[src/rtl/mqtt_rx_pkg.sv]
// shared constants and types for the mqtt receive deframer
// no dependencies; used by mqtt_rx_packet_deframer
`default_nettype none

package mqtt_rx_pkg;

	// receive buffer size in bytes; larger packets are flagged as errors
	localparam int unsigned RX_BUFFER_BYTES = 1024;

	// smallest total packet size for a publish to pass its checks
	localparam int unsigned MIN_PUBLISH_BYTES = 5;

	// control packet types (upper nibble of the fixed header)
	localparam logic [3:0] KIND_PUBLISH = 4'd3;
	localparam logic [3:0] KIND_SUBACK  = 4'd9;

	// continuation limit of the remaining-length field
	localparam logic [2:0] MAX_LENGTH_DIGITS = 3'd4;

	// role tag carried with every byte
	typedef enum logic [2:0] {
		ROLE_HEADER    = 3'd0,
		ROLE_LENGTH    = 3'd1,
		ROLE_TOPIC_LEN = 3'd2,
		ROLE_TOPIC     = 3'd3,
		ROLE_PACKET_ID = 3'd4,
		ROLE_BODY      = 3'd5
	} role_t;

endpackage

`default_nettype wire

[src/rtl/mqtt_rx_packet_deframer.sv]
// mqtt 3.1.1 receive deframer: byte tagging, publish field extraction, puback requests
// depends on mqtt_rx_pkg
//
// Usage:
// - s_* is the byte input: one received stream byte per request in s_tdata.
// - m_* is the result output: every input byte yields exactly one result.
//   m_tdata carries the byte echo and the publish/ack/status fields,
//   m_tuser carries the byte role and the packet kind, m_tlast marks the
//   byte that completes a packet.
// - The result is registered: an accepted byte shows on m_* in the next cycle.
// - Throughput is one byte per cycle while m_tready is high; the per-byte parser
//   state update is a single register stage, and the result register is the only buffer.
// - When the receiver stalls, the result register holds its request and
//   s_tready drops until the result is taken; a byte is accepted in the same
//   cycle the held result leaves.
// - Reset (arst_n low) returns the parser to waiting for a fixed header and
//   clears the subscribed and error flags.
// - After a malformed length or an oversized packet, frame_error stays set
//   and all bytes are echoed as body bytes with no packet info until reset.
`default_nettype none

module mqtt_rx_packet_deframer (
	input  wire logic        clk,
	input  wire logic        arst_n,
	// input byte stream
	input  wire logic        s_tvalid,
	output logic             s_tready,
	input  wire logic [7:0]  s_tdata,  // [7:0] data_byte
	// result stream
	output logic             m_tvalid,
	input  wire logic        m_tready,
	output logic [31:0]      m_tdata,  // [7:0] echo_byte, [8] publish_ok, [9] ack_request,
	                                   // [25:10] ack_id, [26] sub_acked, [27] frame_error
	output logic [6:0]       m_tuser,  // [2:0] byte_role, [6:3] packet_kind
	output logic             m_tlast   // packet_end
);

	// parser phases
	typedef enum logic [2:0] {
		PH_HEADER  = 3'd0,
		PH_LENGTH  = 3'd1,
		PH_TLEN_HI = 3'd2,
		PH_TLEN_LO = 3'd3,
		PH_TOPIC   = 3'd4,
		PH_ID_HI   = 3'd5,
		PH_ID_LO   = 3'd6,
		PH_BODY    = 3'd7
	} phase_t;

	// parser state
	phase_t        phase_q;
	logic [27:0]   bytes_left_q;
	logic [2:0]    digits_q;
	logic          size_ok_q;
	logic [3:0]    kind_q;
	logic [1:0]    qos_q;
	logic [15:0]   topic_size_q;
	logic [15:0]   topic_count_q;
	logic [15:0]   pkt_id_q;
	logic          sub_q;
	logic          error_q;

	// result register
	logic          out_valid_q;
	logic [7:0]    echo_q;
	mqtt_rx_pkg::role_t role_q;
	logic [3:0]    out_kind_q;
	logic          end_q;
	logic          ok_q;
	logic          ack_q;
	logic [15:0]   ack_id_q;

	// next-state and result values
	phase_t        phase_n;
	logic [27:0]   bytes_left_n;
	logic [2:0]    digits_n;
	logic          size_ok_n;
	logic [3:0]    kind_n;
	logic [1:0]    qos_n;
	logic [15:0]   topic_size_n;
	logic [15:0]   topic_count_n;
	logic [15:0]   pkt_id_n;
	logic          sub_n;
	logic          error_n;
	mqtt_rx_pkg::role_t role_c;
	logic [3:0]    kind_c;
	logic          end_c;
	logic          ok_c;
	logic          ack_c;
	logic [15:0]   ack_id_c;
	logic          done;
	logic [27:0]   digit_shifted;
	logic [28:0]   total_size;
	phase_t        after_topic;
	logic          accept;

	// handshake: take a byte whenever the result register is free or draining
	assign s_tready = !out_valid_q || m_tready;
	assign accept   = s_tvalid && s_tready;

	// next phase once the topic is complete
	assign after_topic = (qos_q != 2'd0) ? PH_ID_HI : PH_BODY;

	// remaining-length digit placed at its 7-bit position
	always_comb begin
		case (digits_q[1:0])
			2'd0:    digit_shifted = {21'd0, s_tdata[6:0]};
			2'd1:    digit_shifted = {14'd0, s_tdata[6:0], 7'd0};
			2'd2:    digit_shifted = {7'd0, s_tdata[6:0], 14'd0};
			default: digit_shifted = {s_tdata[6:0], 21'd0};
		endcase
	end

	// per-byte parser step
	always_comb begin
		phase_n       = phase_q;
		bytes_left_n  = bytes_left_q;
		digits_n      = digits_q;
		size_ok_n     = size_ok_q;
		kind_n        = kind_q;
		qos_n         = qos_q;
		topic_size_n  = topic_size_q;
		topic_count_n = topic_count_q;
		pkt_id_n      = pkt_id_q;
		sub_n         = sub_q;
		error_n       = error_q;
		role_c        = mqtt_rx_pkg::ROLE_BODY;
		kind_c        = 4'd0;
		end_c         = 1'b0;
		ok_c          = 1'b0;
		ack_c         = 1'b0;
		ack_id_c      = 16'd0;
		done          = 1'b0;
		total_size    = 29'd0;

		if (!error_q) begin
			kind_c = kind_q;
			unique case (phase_q)
				PH_HEADER: begin
					kind_n        = s_tdata[7:4];
					qos_n         = s_tdata[2:1];
					topic_size_n  = 16'd0;
					topic_count_n = 16'd0;
					pkt_id_n      = 16'd0;
					digits_n      = 3'd0;
					bytes_left_n  = 28'd0;
					size_ok_n     = 1'b0;
					kind_c        = s_tdata[7:4];
					role_c        = mqtt_rx_pkg::ROLE_HEADER;
					phase_n       = PH_LENGTH;
				end
				PH_LENGTH: begin
					role_c       = mqtt_rx_pkg::ROLE_LENGTH;
					bytes_left_n = bytes_left_q | digit_shifted;
					digits_n     = digits_q + 3'd1;
					if (s_tdata[7]) begin
						if (digits_n >= mqtt_rx_pkg::MAX_LENGTH_DIGITS) begin
							error_n = 1'b1;
						end
					end else begin
						total_size = 29'd1 + {26'd0, digits_n} + {1'b0, bytes_left_n};
						size_ok_n  = total_size >= 29'(mqtt_rx_pkg::MIN_PUBLISH_BYTES);
						if (total_size > 29'(mqtt_rx_pkg::RX_BUFFER_BYTES)) begin
							error_n = 1'b1;
						end else if (bytes_left_n == 28'd0) begin
							done = 1'b1;
						end else if (kind_q == mqtt_rx_pkg::KIND_PUBLISH) begin
							phase_n = PH_TLEN_HI;
						end else begin
							phase_n = PH_BODY;
						end
					end
				end
				default: begin
					// variable header and body bytes
					case (phase_q)
						PH_TLEN_HI: begin
							role_c       = mqtt_rx_pkg::ROLE_TOPIC_LEN;
							topic_size_n = {s_tdata, 8'd0};
							phase_n      = PH_TLEN_LO;
						end
						PH_TLEN_LO: begin
							role_c        = mqtt_rx_pkg::ROLE_TOPIC_LEN;
							topic_size_n  = topic_size_q | {8'd0, s_tdata};
							topic_count_n = 16'd0;
							if (topic_size_n != 16'd0) begin
								phase_n = PH_TOPIC;
							end else begin
								phase_n = after_topic;
							end
						end
						PH_TOPIC: begin
							role_c        = mqtt_rx_pkg::ROLE_TOPIC;
							topic_count_n = topic_count_q + 16'd1;
							if (topic_count_n >= topic_size_q) begin
								phase_n = after_topic;
							end
						end
						PH_ID_HI: begin
							role_c   = mqtt_rx_pkg::ROLE_PACKET_ID;
							pkt_id_n = {s_tdata, 8'd0};
							phase_n  = PH_ID_LO;
						end
						PH_ID_LO: begin
							role_c   = mqtt_rx_pkg::ROLE_PACKET_ID;
							pkt_id_n = pkt_id_q | {8'd0, s_tdata};
							phase_n  = PH_BODY;
						end
						default: begin
							role_c = mqtt_rx_pkg::ROLE_BODY;
						end
					endcase
					if (bytes_left_q != 28'd0) begin
						bytes_left_n = bytes_left_q - 28'd1;
					end
					if (bytes_left_n == 28'd0) begin
						done = 1'b1;
					end
				end
			endcase

			// packet completion
			if (done) begin
				end_c = 1'b1;
				if (kind_q == mqtt_rx_pkg::KIND_PUBLISH) begin
					ok_c     = size_ok_n && (phase_n == PH_ID_HI || phase_n == PH_ID_LO
						|| phase_n == PH_BODY);
					ack_c    = ok_c && (qos_q == 2'd1);
					ack_id_c = ack_c ? pkt_id_n : 16'd0;
				end
				if (kind_q == mqtt_rx_pkg::KIND_SUBACK) begin
					sub_n = 1'b1;
				end
				phase_n = PH_HEADER;
			end
		end
	end

	// parser state registers
	always_ff @(posedge clk or negedge arst_n) begin
		if (!arst_n) begin
			phase_q       <= PH_HEADER;
			bytes_left_q  <= 28'd0;
			digits_q      <= 3'd0;
			size_ok_q     <= 1'b0;
			kind_q        <= 4'd0;
			qos_q         <= 2'd0;
			topic_size_q  <= 16'd0;
			topic_count_q <= 16'd0;
			pkt_id_q      <= 16'd0;
			sub_q         <= 1'b0;
			error_q       <= 1'b0;
		end else if (accept) begin
			phase_q       <= phase_n;
			bytes_left_q  <= bytes_left_n;
			digits_q      <= digits_n;
			size_ok_q     <= size_ok_n;
			kind_q        <= kind_n;
			qos_q         <= qos_n;
			topic_size_q  <= topic_size_n;
			topic_count_q <= topic_count_n;
			pkt_id_q      <= pkt_id_n;
			sub_q         <= sub_n;
			error_q       <= error_n;
		end
	end

	// result valid
	always_ff @(posedge clk or negedge arst_n) begin
		if (!arst_n) begin
			out_valid_q <= 1'b0;
		end else if (accept) begin
			out_valid_q <= 1'b1;
		end else if (m_tready) begin
			out_valid_q <= 1'b0;
		end
	end

	// result payload
	always_ff @(posedge clk) begin
		if (accept) begin
			echo_q     <= s_tdata;
			role_q     <= role_c;
			out_kind_q <= kind_c;
			end_q      <= end_c;
			ok_q       <= ok_c;
			ack_q      <= ack_c;
			ack_id_q   <= ack_id_c;
		end
	end

	// output packing; status flags follow the state after the byte
	logic sub_out_q;
	logic err_out_q;

	always_ff @(posedge clk) begin
		if (accept) begin
			sub_out_q <= sub_n;
			err_out_q <= error_n;
		end
	end

	assign m_tvalid = out_valid_q;
	assign m_tdata  = {4'd0, err_out_q, sub_out_q, ack_id_q, ack_q, ok_q, echo_q};
	assign m_tuser  = {out_kind_q, role_q};
	assign m_tlast  = end_q;

endmodule

`default_nettype wire
[config.mk]
export PLATFORM = sky130hd
export DESIGN_NAME = mqtt_rx_packet_deframer
export DESIGN_NICKNAME = d
export VERILOG_FILES = /design/src/rtl/mqtt_rx_pkg.sv /design/src/rtl/mqtt_rx_packet_deframer.sv
export SDC_FILE = /design/constraint.sdc
export NUM_CORES = 1
export LEC_CHECK = 0
export BUFFER_PORTS_ARGS = -buffer_cell sky130_fd_sc_hd__buf_2
export CORE_MARGIN = 3
export CORE_UTILIZATION = 45
export DETAILED_ROUTE_END_ITERATION = 16
export PLACE_DENSITY_LB_ADDON = 0.05
export SLEW_MARGIN = 20
export SYNTH_ARGS = -nofsm -noshare
export SYNTH_HDL_FRONTEND = slang
export SYNTH_SLANG_ARGS = --single-unit
[constraint.sdc]
create_clock -name clk -period 3.73 [get_ports clk]
set_input_delay 0.373 -clock clk [delete_from_list [all_inputs] [get_ports clk]]
set_output_delay 0.373 -clock clk [all_outputs]
set_load 0.02 [all_outputs]
==> impl_metrics.env <==
export IMPL_status="complete, but fails checks"
export IMPL_violations="setup timing"
export IMPL_ant_nets=0
export IMPL_ir_drop_mv=0.371
export IMPL_postSynthCellCount=994
export IMPL_p_leak_nw=4.30
export IMPL_hold_violations=0
export IMPL_required_ps=3980
export IMPL_setup_tns_ps=-3030
export IMPL_diodes=0
export IMPL_io_buffers=49
export IMPL_drtIter0Drc=708
export IMPL_worstPathMaxFanout=18
export IMPL_wl_met2_um=11700
export IMPL_dp_hpwl_um=18900
export IMPL_dieHeight_um=144
export IMPL_worstMarginPinSlew_ps=912
export IMPL_dr_pass1_iters=5
export IMPL_slew_limit_headroom_pct=38.7
export IMPL_synth_simple_area_share_pct=21.6
export IMPL_fin_crit_sh_pct=106
export IMPL_fin_area_mm2=0.0104
export IMPL_pwr_share_comb_pct=50.3
export IMPL_hp_class="in2reg"
export IMPL_cp_arrival_ps=4220
export IMPL_reg2reg_from="bytes_left_q[18]$_DFFE_PN0P_"
export IMPL_max_stage_delay_ps=550
export IMPL_synth_top_cell_area_share_pct=26.8
export IMPL_p_int_mw=4.23
export IMPL_synth_adder_area_share_pct=4.03
export IMPL_crit_type="reg2reg"
export IMPL_htreeDepth=4
export IMPL_antenna_found_initial=0
export IMPL_cts_buffers=17
export IMPL_avgViaCountPerCell=6.11
export IMPL_hold_start="s_tvalid"
export IMPL_root_buffer="clkbuf_16"
export IMPL_drive_gt1_share_pct=24.1
export IMPL_ys_ff_latch=128
export IMPL_synth_compound_area_share_pct=24.9
export IMPL_fmax_mhz=252
export IMPL_place_area_mm2=0.00960
export IMPL_overflow=0
export IMPL_layout_nets=1130
export IMPL_core_mm2=0.0183
export IMPL_post_drt_wl_per_cell_um=20.1
export IMPL_switchingPower_mw=3.09
export IMPL_pwr_share_clk_pct=24.5
export IMPL_met1Wirelength_um=12600
export IMPL_ys_async_sr_fraction_pct=71.9
export IMPL_cts_buffer_depth=2
export IMPL_yosys_area_top_type="dfrtp_1"
export IMPL_seq_power_share_pct=25.2
export IMPL_setup_viol=19
export IMPL_cp_cell_sequence="or4_4 -> or4_4 -> or4_4 -> mux2i_1 -> or4_4 -> a2111oi_4 -> a32oi_2 -> a2111o_1 -> buf_12 -> nor3_1"
export IMPL_die_area_mm2=0.0207
export IMPL_maxCapViolCount=0
export IMPL_r2r_slack_ps=-230
export IMPL_rows=49
export IMPL_crit_path_top_delay_cell="or4_4"
export IMPL_period_needed_ps=3960
export IMPL_cts_tree="done"
export IMPL_clkLatencyLatePin_ps=430
export IMPL_routed_wl_met3_um=1900
export IMPL_switching_share_pct=42.2
export IMPL_finClkSkew_ps=12.1
export IMPL_whs_path_depth=2
export IMPL_synthTopCellsByArea="dfrtp_1, edfxtp_1, a21oi_1, o21ai_0, ha_1"
export IMPL_cts_sinks=128
export IMPL_yosys_warnings=0
export IMPL_routed_wl_um=26800
export IMPL_setup_slack_ps=-232
export IMPL_rsz0062_at_grt="yes"
export IMPL_dr_max_layer_used="met4"
export IMPL_mostFrequentLayoutCells="a21oi_1, buf_4, dfrtp_1"
export IMPL_grt_pass1_wl_um=42600
export IMPL_crit_top_cell="or4_4"
export IMPL_cp_top_family="simple AND/OR/NAND/NOR gates"
export IMPL_p_per_area_mw_per_mm2=703
export IMPL_synth_xor_area_share_pct=2.55
export IMPL_layout_commonest_cell="a21oi_1"
export IMPL_avgSynthCellArea_um2=8.63
export IMPL_start_util_pct=46.8
export IMPL_first_global_vias=7811
export IMPL_routabilityCongestion=0.966
export IMPL_rr_worst_depth=10
export IMPL_grt_use_total_pct=26.2
export IMPL_ys_types=75
export IMPL_synth_main_ff_cell="dfrtp_1"
export IMPL_path_buf_inv=1
export IMPL_grt_max_degree=45
export IMPL_drc_errors=0
export IMPL_synth_edf_count=36
export IMPL_ys_seq_area_share_pct=39.5
export IMPL_num_io_pins=54
export IMPL_synth_top_family_by_area="compound AO/OA/AOI/OAI gates"
export IMPL_cp_depth=10
export IMPL_vias=8143
export IMPL_r2r_end="ack_id_q[4]$_SDFFCE_PP0P_"
export IMPL_synthMuxAreaShare_pct=1.47
export IMPL_path_clk_slew_ps=60
export IMPL_final_max_slew_viol_count=0
export IMPL_start_kind="flop"
export IMPL_hold_end="m_tvalid$_DFFE_PN0P_"
export IMPL_die_w_um=144
export IMPL_critPathCaptureType="flop"
export IMPL_synthesis_area_mm2=0.00858
export IMPL_place_ws_ps=-274
export IMPL_area_growth_pct=21.3
==> repair_timing <==
action,4_1_cts,5_1_grt
gates resized for setup,5,23
endpoints found under the setup margin,19,27
hold buffers,1,0
gates cloned,0,0
pin swaps,6,9
endpoints found under the hold margin,42,0
setup buffers,1,4
==> sequential cells by signal (all words and copies together), names as in the netlist, 2 cells and up <==
register / flops
phase_q: 3
echo_q: 8
topic_count_q: 16
out_kind_q: 4
qos_q: 2
ack_id_q: 16
bytes_left_q: 28
kind_q: 4
digits_q: 3
topic_size_q: 16
role_q: 3
pkt_id_q: 16
==> through the flow <==
stage,std cells,hold WS [ps],power (mW),utilization [%]
after floorplan,997,77.4,4.03,-
after global placement,1295,421,5.31,52.4
after detailed placement,1295,427,5.33,52.4
after CTS,1329,142,7.15,56.0
after global routing,1333,146,7.73,56.7
final,1333,150,7.32,56.7
==> routing by layer <==
layer  vias to the layer above  global-route usage, %
met5                         -                      0
met4                         0                   8.33
met3                        49                   5.52
met2                       321                   38.4
met1                      3896                   38.8
li1                       3877                      -
==> synthesized netlist by cell type, types with 8 or more instances <==
master     count
a21oi_1      117
dfrtp_1       92
o21ai_0       84
nor2_1        72
nand2_1       68
clkbuf_1      66
nor3_1        39
edfxtp_1      36
nand3_1       35
inv_1         34
ha_1          26
a22o_1        20
a21o_1        17
nor2b_1       15
and3_1        13
xnor2_1       13
xor2_1        12
nand2b_1      11
nand4_1       11
nor4_1        11
o22ai_1       11
a2bb2oi_1      9
buf_4          9
or3_1          9
or4_1          9
nor3_2         8
o31ai_1        8
or2_2          8
==> layout make-up <==
type / count / area (um^2)
fillers: 1681 / 7930
multi-input cells: 747 / 4870
flip-flops and latches: 128 / 3380
repair buffers: 162 / 1110
clock buffers: 17 / 425
well taps: 229 / 287
clock inverters: 15 / 198
inverters: 35 / 131
==> power by group through the flow <==
stage	combinational (mW)	sequential (mW)	clock, mW
after floorplan	2.18	1.85	0
after global placement	3.45	1.86	0
after detailed placement	3.46	1.87	0
after CTS	3.50	1.84	1.81
after global routing	3.98	1.88	1.87
final	3.68	1.85	1.79
==> kinds of logic after synthesis <==
kind of cell,count (synthesis)
simple gates,344
xor+xnor,25
buf+inv,122
mux,12
compound gates,335
other cells,1
fa+ha+maj,27
flops,128
==> worst reg2reg max path, delay by kind of cell (launching register included) <==
kind	cells	cell delay, ps
multiplexers	1	140
flip-flops	1	380
buffers and inverters	1	170
AND/OR/NAND/NOR	5	2270
AO/OA/AOI/OAI	3	830
==> how the worst max path moves through the flow <==
stage / startpoint / to
global placement: bytes_left_q[20]$_DFFE_PN0P_ / ack_id_q[6]$_SDFFCE_PP0P_
floorplan: bytes_left_q[21]$_DFFE_PN0P_ / ack_id_q[10]$_SDFFCE_PP0P_
detailed placement: bytes_left_q[18]$_DFFE_PN0P_ / ack_id_q[5]$_SDFFCE_PP0P_
CTS: bytes_left_q[18]$_DFFE_PN0P_ / ack_id_q[4]$_SDFFCE_PP0P_
global route: bytes_left_q[18]$_DFFE_PN0P_ / ack_id_q[4]$_SDFFCE_PP0P_
finish: bytes_left_q[18]$_DFFE_PN0P_ / ack_id_q[4]$_SDFFCE_PP0P_
Power figures use the tool's default switching activity.
